===== config.mk =====
export PLATFORM = sky130hd
export DESIGN_NAME = accel_stillness_detector
export DESIGN_NICKNAME = d
export VERILOG_FILES = /design/src/rtl/asd_pkg.sv /design/src/rtl/accel_stillness_detector.sv /design/src/rtl/asd_convert.sv /design/src/rtl/asd_window.sv
export SDC_FILE = /design/constraint.sdc
export NUM_CORES = 2
export LEC_CHECK = 0
export BUFFER_PORTS_ARGS = -buffer_cell sky130_fd_sc_hd__buf_2
export CORE_ASPECT_RATIO = 1.5
export CORE_MARGIN = 2
export CORE_UTILIZATION = 50
export DETAILED_ROUTE_END_ITERATION = 16
export GPL_TIMING_DRIVEN = 0
export HOLD_SLACK_MARGIN = 0.12
export PLACE_DENSITY = 0.67
export SYNTH_ARGS = -nofsm -noshare
export SYNTH_HDL_FRONTEND = slang
export SYNTH_HIERARCHICAL = 1
export SYNTH_SLANG_ARGS = --single-unit

===== constraint.sdc =====
create_clock -name clk -period 11.1 [get_ports clk]
set_input_delay 2.22 -clock clk [delete_from_list [all_inputs] [get_ports clk]]
set_output_delay 2.22 -clock clk [all_outputs]
set_load 0.02 [all_outputs]

===== src/rtl/asd_pkg.sv =====
// Shared types, register codes and constants of the accelerometer stillness detector.
// Used by the top level, asd_convert and asd_window; depends on nothing else.
package asd_pkg;

	localparam int SampleW    = 16;
	localparam int MgW        = 12;
	localparam int MagMgW     = 11;
	localparam int LimitW     = 11;
	localparam int TimeW      = 32;
	localparam int CfgIndexW  = 3;
	localparam int CfgDataW   = 32;
	localparam int CmpW       = 14;

	// floor(mag * 61 / 1000) equals (mag * MgRecip) >> MgRecipShift for every
	// 16-bit magnitude: the rounding error stays below one part in a thousand.
	localparam int            MgRecipShift = 25;
	localparam int            MgRecipW     = 21;
	localparam int            MgProdW      = SampleW + MgRecipW;
	localparam logic [MgRecipW-1:0] MgRecip = 21'd2046821;

	typedef enum logic [CfgIndexW-1:0] {
		REG_X_LIMIT        = 3'd0,
		REG_Y_LIMIT        = 3'd1,
		REG_Z_CENTER       = 3'd2,
		REG_Z_TOLERANCE    = 3'd3,
		REG_QUIET_DURATION = 3'd4
	} cfg_reg_t;

	typedef struct packed {
		logic [LimitW-1:0]     x_limit;
		logic [LimitW-1:0]     y_limit;
		logic signed [MgW-1:0] z_center;
		logic [LimitW-1:0]     z_tolerance;
		logic [TimeW-1:0]      quiet_duration_ms;
	} cfg_t;

	localparam logic [LimitW-1:0]     XLimitReset   = 11'd150;
	localparam logic [LimitW-1:0]     YLimitReset   = 11'd150;
	localparam logic signed [MgW-1:0] ZCenterReset  = -12'sd1000;
	localparam logic [LimitW-1:0]     ZTolReset     = 11'd200;
	localparam logic [TimeW-1:0]      QuietDurReset = 32'd20000;

endpackage


===== src/rtl/accel_stillness_detector.sv =====
// Top level of the accelerometer stillness detector: input register, conversion,
// window check and result register. Depends on asd_pkg, asd_convert and asd_window.
//
// Usage: each request on the slave stream carries one three-axis sample in raw
// counts and the current millisecond time. For every request exactly one result
// leaves on the master stream: the three axes in milli-g, a still flag and a
// quiet flag that rises once stillness has lasted the programmed duration.
// A request is registered at acceptance; its result then passes through the converters
// and the window check into the output register, where m_tvalid rises.
// Throughput is one request per cycle while m_tready is high, set by the single pass through the
// constant-multiply converters and the window compare between the two registers.
// When the receiver stalls, the result holds in the output register and the
// input register still takes one more request; s_tready falls only when both
// are full, and rises in the same cycle that m_tready frees the output.
// Configuration is written through cfg_we/cfg_index/cfg_wdata while idle.
// Reset clears both valid flags and the stillness start time and loads the
// default limits; no request is lost across a stall.
module accel_stillness_detector (
	input  logic                             clk,
	input  logic                             arst_n,
	input  logic                             s_tvalid,
	output logic                             s_tready,
	// s_tdata, from bit 0: x_sample[15:0], y_sample[15:0], z_sample[15:0], now_ms[31:0]
	input  logic [79:0]                      s_tdata,
	output logic                             m_tvalid,
	input  logic                             m_tready,
	// m_tdata, from bit 0: x_mg[11:0], y_mg[11:0], z_mg[11:0], four zero bits
	output logic [39:0]                      m_tdata,
	// m_tuser, from bit 0: is_still, quiet_event
	output logic [1:0]                       m_tuser,
	input  logic                             cfg_we,
	input  logic [asd_pkg::CfgIndexW-1:0]    cfg_index,
	input  logic [asd_pkg::CfgDataW-1:0]     cfg_wdata
);
	import asd_pkg::*;

	cfg_t                   cfg_q;
	logic                   valid_s1;
	logic [79:0]            data_s1;
	logic                   valid_s2;
	logic signed [MgW-1:0]  x_mg_s2, y_mg_s2, z_mg_s2;
	logic                   still_s2, quiet_s2;
	logic signed [MgW-1:0]  x_mg, y_mg, z_mg;
	logic                   is_still, quiet_event;
	logic                   advance;

	always_ff @(posedge clk or negedge arst_n) begin
		if (!arst_n) begin
			cfg_q.x_limit           <= XLimitReset;
			cfg_q.y_limit           <= YLimitReset;
			cfg_q.z_center          <= ZCenterReset;
			cfg_q.z_tolerance       <= ZTolReset;
			cfg_q.quiet_duration_ms <= QuietDurReset;
		end else if (cfg_we) begin
			case (cfg_reg_t'(cfg_index))
				REG_X_LIMIT:        cfg_q.x_limit           <= cfg_wdata[LimitW-1:0];
				REG_Y_LIMIT:        cfg_q.y_limit           <= cfg_wdata[LimitW-1:0];
				REG_Z_CENTER:       cfg_q.z_center          <= $signed(cfg_wdata[MgW-1:0]);
				REG_Z_TOLERANCE:    cfg_q.z_tolerance       <= cfg_wdata[LimitW-1:0];
				REG_QUIET_DURATION: cfg_q.quiet_duration_ms <= cfg_wdata[TimeW-1:0];
				default: begin
				end
			endcase
		end
	end

	assign advance  = valid_s1 && (!valid_s2 || m_tready);
	assign s_tready = !valid_s1 || advance;

	always_ff @(posedge clk or negedge arst_n) begin
		if (!arst_n) begin
			valid_s1 <= 1'b0;
			valid_s2 <= 1'b0;
		end else begin
			if (s_tready) begin
				valid_s1 <= s_tvalid;
			end
			if (!valid_s2 || m_tready) begin
				valid_s2 <= valid_s1;
			end
		end
	end

	always_ff @(posedge clk) begin
		if (s_tvalid && s_tready) begin
			data_s1 <= s_tdata;
		end
		if (advance) begin
			x_mg_s2  <= x_mg;
			y_mg_s2  <= y_mg;
			z_mg_s2  <= z_mg;
			still_s2 <= is_still;
			quiet_s2 <= quiet_event;
		end
	end

	asd_convert u_conv_x (.raw($signed(data_s1[15:0])),  .mg(x_mg));
	asd_convert u_conv_y (.raw($signed(data_s1[31:16])), .mg(y_mg));
	asd_convert u_conv_z (.raw($signed(data_s1[47:32])), .mg(z_mg));

	asd_window u_window (
		.clk         (clk),
		.arst_n      (arst_n),
		.advance     (advance),
		.cfg         (cfg_q),
		.x_mg        (x_mg),
		.y_mg        (y_mg),
		.z_mg        (z_mg),
		.now_ms      (data_s1[79:48]),
		.is_still    (is_still),
		.quiet_event (quiet_event)
	);

	assign m_tvalid = valid_s2;
	assign m_tdata  = {4'b0000, z_mg_s2, y_mg_s2, x_mg_s2};
	assign m_tuser  = {quiet_s2, still_s2};

endmodule


===== src/rtl/asd_convert.sv =====
// One axis of raw-count to milli-g conversion, truncating toward zero.
// Uses the reciprocal constants of asd_pkg.
module asd_convert (
	input  logic signed [asd_pkg::SampleW-1:0] raw,
	output logic signed [asd_pkg::MgW-1:0]     mg
);
	import asd_pkg::*;

	logic [SampleW-1:0] raw_u;
	logic [SampleW-1:0] mag;
	logic [MgProdW-1:0] prod;
	logic [MagMgW-1:0]  mag_mg;
	logic [MgW-1:0]     mg_ext;

	assign raw_u = raw;
	// The most negative count still fits as an unsigned 16-bit magnitude.
	assign mag   = raw_u[SampleW-1] ? (~raw_u + SampleW'(1)) : raw_u;
	assign prod  = MgProdW'(mag) * MgProdW'(MgRecip);
	assign mag_mg = prod[MgRecipShift +: MagMgW];
	assign mg_ext = {1'b0, mag_mg};
	assign mg    = raw_u[SampleW-1] ? (~mg_ext + MgW'(1)) : mg_ext;

endmodule


===== src/rtl/asd_window.sv =====
// Still-window comparison and the stillness start-time tracker.
// Uses the configuration struct from asd_pkg.
module asd_window (
	input  logic                             clk,
	input  logic                             arst_n,
	input  logic                             advance,
	input  asd_pkg::cfg_t                    cfg,
	input  logic signed [asd_pkg::MgW-1:0]   x_mg,
	input  logic signed [asd_pkg::MgW-1:0]   y_mg,
	input  logic signed [asd_pkg::MgW-1:0]   z_mg,
	input  logic [asd_pkg::TimeW-1:0]        now_ms,
	output logic                             is_still,
	output logic                             quiet_event
);
	import asd_pkg::*;

	logic signed [CmpW-1:0] x_w, y_w, z_w;
	logic signed [CmpW-1:0] xl_w, yl_w, zt_w, zc_w, z_hi, z_lo;
	logic [TimeW-1:0]       elapsed;
	logic [TimeW-1:0]       still_since_q;
	logic                   since_valid_q;

	assign x_w  = $signed({{(CmpW-MgW){x_mg[MgW-1]}}, x_mg});
	assign y_w  = $signed({{(CmpW-MgW){y_mg[MgW-1]}}, y_mg});
	assign z_w  = $signed({{(CmpW-MgW){z_mg[MgW-1]}}, z_mg});
	assign xl_w = $signed({{(CmpW-LimitW){1'b0}}, cfg.x_limit});
	assign yl_w = $signed({{(CmpW-LimitW){1'b0}}, cfg.y_limit});
	assign zt_w = $signed({{(CmpW-LimitW){1'b0}}, cfg.z_tolerance});
	assign zc_w = $signed({{(CmpW-MgW){cfg.z_center[MgW-1]}}, cfg.z_center});
	assign z_hi = zc_w + zt_w;
	assign z_lo = zc_w - zt_w;

	assign is_still = (x_w < xl_w) && (x_w > -xl_w) &&
	                  (y_w < yl_w) && (y_w > -yl_w) &&
	                  (z_w < z_hi) && (z_w > z_lo);

	// The first still sample of a run starts the clock, so its elapsed time is zero.
	assign elapsed     = since_valid_q ? (now_ms - still_since_q) : '0;
	assign quiet_event = is_still && (elapsed >= cfg.quiet_duration_ms);

	always_ff @(posedge clk or negedge arst_n) begin
		if (!arst_n) begin
			still_since_q <= '0;
			since_valid_q <= 1'b0;
		end else if (advance) begin
			if (is_still) begin
				if (!since_valid_q) begin
					still_since_q <= now_ms;
					since_valid_q <= 1'b1;
				end
			end else begin
				still_since_q <= '0;
				since_valid_q <= 1'b0;
			end
		end
	end

endmodule


==> out/results.tsv <==
stage	metric	value	unit
grt	grt_overflow_total	0	
grt	grt_max_degree	63	
grt	grtUsageTotal	24.60	%
min_path	hold_end	cfg_q[31]	
clock_tree	clk_pin_slew	80	ps
critical_path	slowest_delay	560	ps
routing	drc_errors	0	
yosys	synth_top_cell_by_area	fa_1	
critical_path	crit_family	simple AND/OR/NAND/NOR gates	
timing	fin_crit_sh	97.15	%
critical_path	r2r-start	data_s1[16]	
cells_and_area	syn2layout_area_growth	9.988	%
timing	slew_viol_final	0	
yosys	ys_seq_area_share	18.86	%
clock_tree	clk_path_buf_depth	3	
critical_path	arrival	11300	ps
clock_tree	clk_latency	590	ps
critical_path	rrSetupSlack	320	ps
min_path	holdCritStartpoint	cfg_q[31]	
yosys	syn_avg_cell_area	10.08	um2
yosys	syn_area	33790	um2
critical_path	cp_max_fo	10	
routing	drt_iter0_drc	798	
critical_path	worstRegToRegCells	35	
min_path	min_path_cells	1	
grt	grt_pass1_wl	134500	um
cells_and_area	mostFrequentLayoutCells	inv_1 (767), ha_1 (564), fa_1 (396), buf_2 (166), a21oi_1 (138)	
cells_and_area	final_cell_area	37160	um2
yosys	ys_async_sr_fraction	48.70	%
die	die_area	69710	um2
timing	clock_skew	22.73	ps
timing	worst_slew_pin_slew	1067	ps
timing	fmax	92.74	MHz
routing	wirelength	83280	um
yosys	synth_edf_count	118	
timing	setup_viol	0	
die	die_h	322.4	um
yosys	ys_warn_count	6	
timing	relSlewSlack	28.37	%
critical_path	start_kind	flop	
grt	antenna_found_initial	7	
die	rows	116	
place	place_hpwl	71260	um
die	core-area	66760	um2
clock_tree	clock-sinks	230	
yosys	synth_cells	3352	
place	port_buffers	159	
routing	dr.pass1.iters	5	
yosys	synth_cell_types	117	
cells_and_area	nets	4641	
place	place_area	35790	um2
cells_and_area	final_common_cell	inv_1	
critical_path	required	11610	ps
min_path	worstHoldPathType	flop to flop	
cells_and_area	drive_gt1_share	13.18	%
timing	min_period	10780	ps
clock_tree	cts_buffers	27	
die	num_io_pins	164	
critical_path	crit_type	flop to flop	
clock_tree	cts_tree	done	
critical_path	cpMostUsedCell	fa_1	
yosys	synth_ff_type	edfxtp_1	
clock_tree	hold_buffers	0	
critical_path	worstSetupEndpointType	flop	
routing	via_per_inst	5.391	
yosys	synth.top_cell.area_share	23.46	%
flow_run	drv_cap	0	
yosys	yosys-top-cells-area	fa_1 (23%), ha_1 (21%), edfxtp_1 (10%)	
routing	wl_per_cell	18.64	um
clock_tree	root_buffer	clkbuf_16	
timing	hold_viol_final	0	
place	gp_congestion	0.9272	
critical_path	path_buf_inv	7	
grt	grt_pass1_vias	26010	
place	dp.cells	4405	
critical_path	timing.rr.end	u_window/still_since_q[19]	
routing	routed-via-count	24090	
critical_path	slowest_stage	or4_1	
yosys	synth-seq-cells	230	
cells_and_area	final_cells	4468	
die	start_util	50.61	%
routing	drtAntennaViolNets	0	
die	die_x	216.2	um
run_status	status	completed	
clock_tree	htree_levels	1	
[layout make-up]
class                   count  area, um2
clock buffers              34      754.5
multi-input cells        2297      24550
flip-flops and latches    230       6371
inverters                 775       2909
fillers                  5992      29600
plain buffers              56      359.1
diodes                      2      5.005
well taps                 885       1107
clock inverters            16      150.1
repair buffers            173      955.9
[kinds of logic (layout without fill, tap and decap cells)]
| logic type | after synthesis | count (layout) | synth area share [%] |
|---|---|---|---|
| xor gates and xnor gates | 170 | 170 | 4.570 |
| buffers and inverters | 831 | 1054 | 9.640 |
| adders and majority gates | 961 | 961 | 44.39 |
| AOI/OAI and AO/OA | 532 | 532 | 10.95 |
| muxes | 80 | 80 | 2.989 |
| DFF | 230 | 230 | 18.86 |
| and+or+nand+nor | 544 | 544 | 8.558 |
| other | 4 | 12 | 0.04443 |
[registers in the layout, summed over array words and instances (netlist names), 12 cells and up]
register,count
cfg_q,77
data_s1,80
u_window/still_since_q,32
x_mg_s2,12
y_mg_s2,12
z_mg_s2,12
[cell usage after synthesis (all sizes together), types with 37 or more instances]
library cell	n
inv	774
ha	565
fa	396
a21oi	143
nor2	134
xnor2	122
nand2	119
edfxtp	118
o21ai	99
dfrtp	92
mux2	77
a21o	54
nand3	48
xor2	47
nand4	37
[worst max-delay path by stage]
| stage | end | slack (ps) | from | cells past startpoint |
|---|---|---|---|---|
| after floorplan | u_window/still_since_q[1] | 1320 | data_s1[16] | 35 |
| after global placement | u_window/still_since_q[26] | -860 | data_s1[32] | 36 |
| after detailed placement | u_window/still_since_q[26] | -960 | data_s1[32] | 37 |
| after CTS | u_window/still_since_q[26] | 40 | data_s1[16] | 35 |
| after global routing | u_window/still_since_q[13] | -30 | data_s1[16] | 37 |
| final | u_window/still_since_q[19] | 320 | data_s1[16] | 35 |
[metal layers]
layer,up-vias,global-route usage (%),wire (um)
met4,10,9.330,3522
met3,172,3.093,3536
li1,11570,-,-
met5,-,0,59
met2,519,47.48,45040
met1,11820,27.21,31120
[per-stage QoR]
| step | TNS, ps | utilization, % | hold WS (ps) | worst slack (ps) |
|---|---|---|---|---|
| 2_1_floorplan | 0 | - | 449.0 | 1322 |
| 3_3_place_gp | -27990 | 53.49 | 456.1 | -864.0 |
| 3_5_place_dp | -31180 | 53.61 | 473.0 | -958.3 |
| 4_1_cts | 0 | 55.13 | 488.7 | 44.35 |
| 5_1_grt | -375.5 | 55.66 | 511.2 | -30.74 |
| 6_report | 0 | 55.66 | 483.0 | 316.6 |
[timing repair]
item                                    4_1_cts  5_1_grt
endpoints found under the setup margin       35       33
resized for setup                            14       55
pin swaps                                     0        7
buffers inserted                              4        7
Power is not shown: default switching activity piles up to over one toggle a cycle in this logic, so the estimate is an artifact.
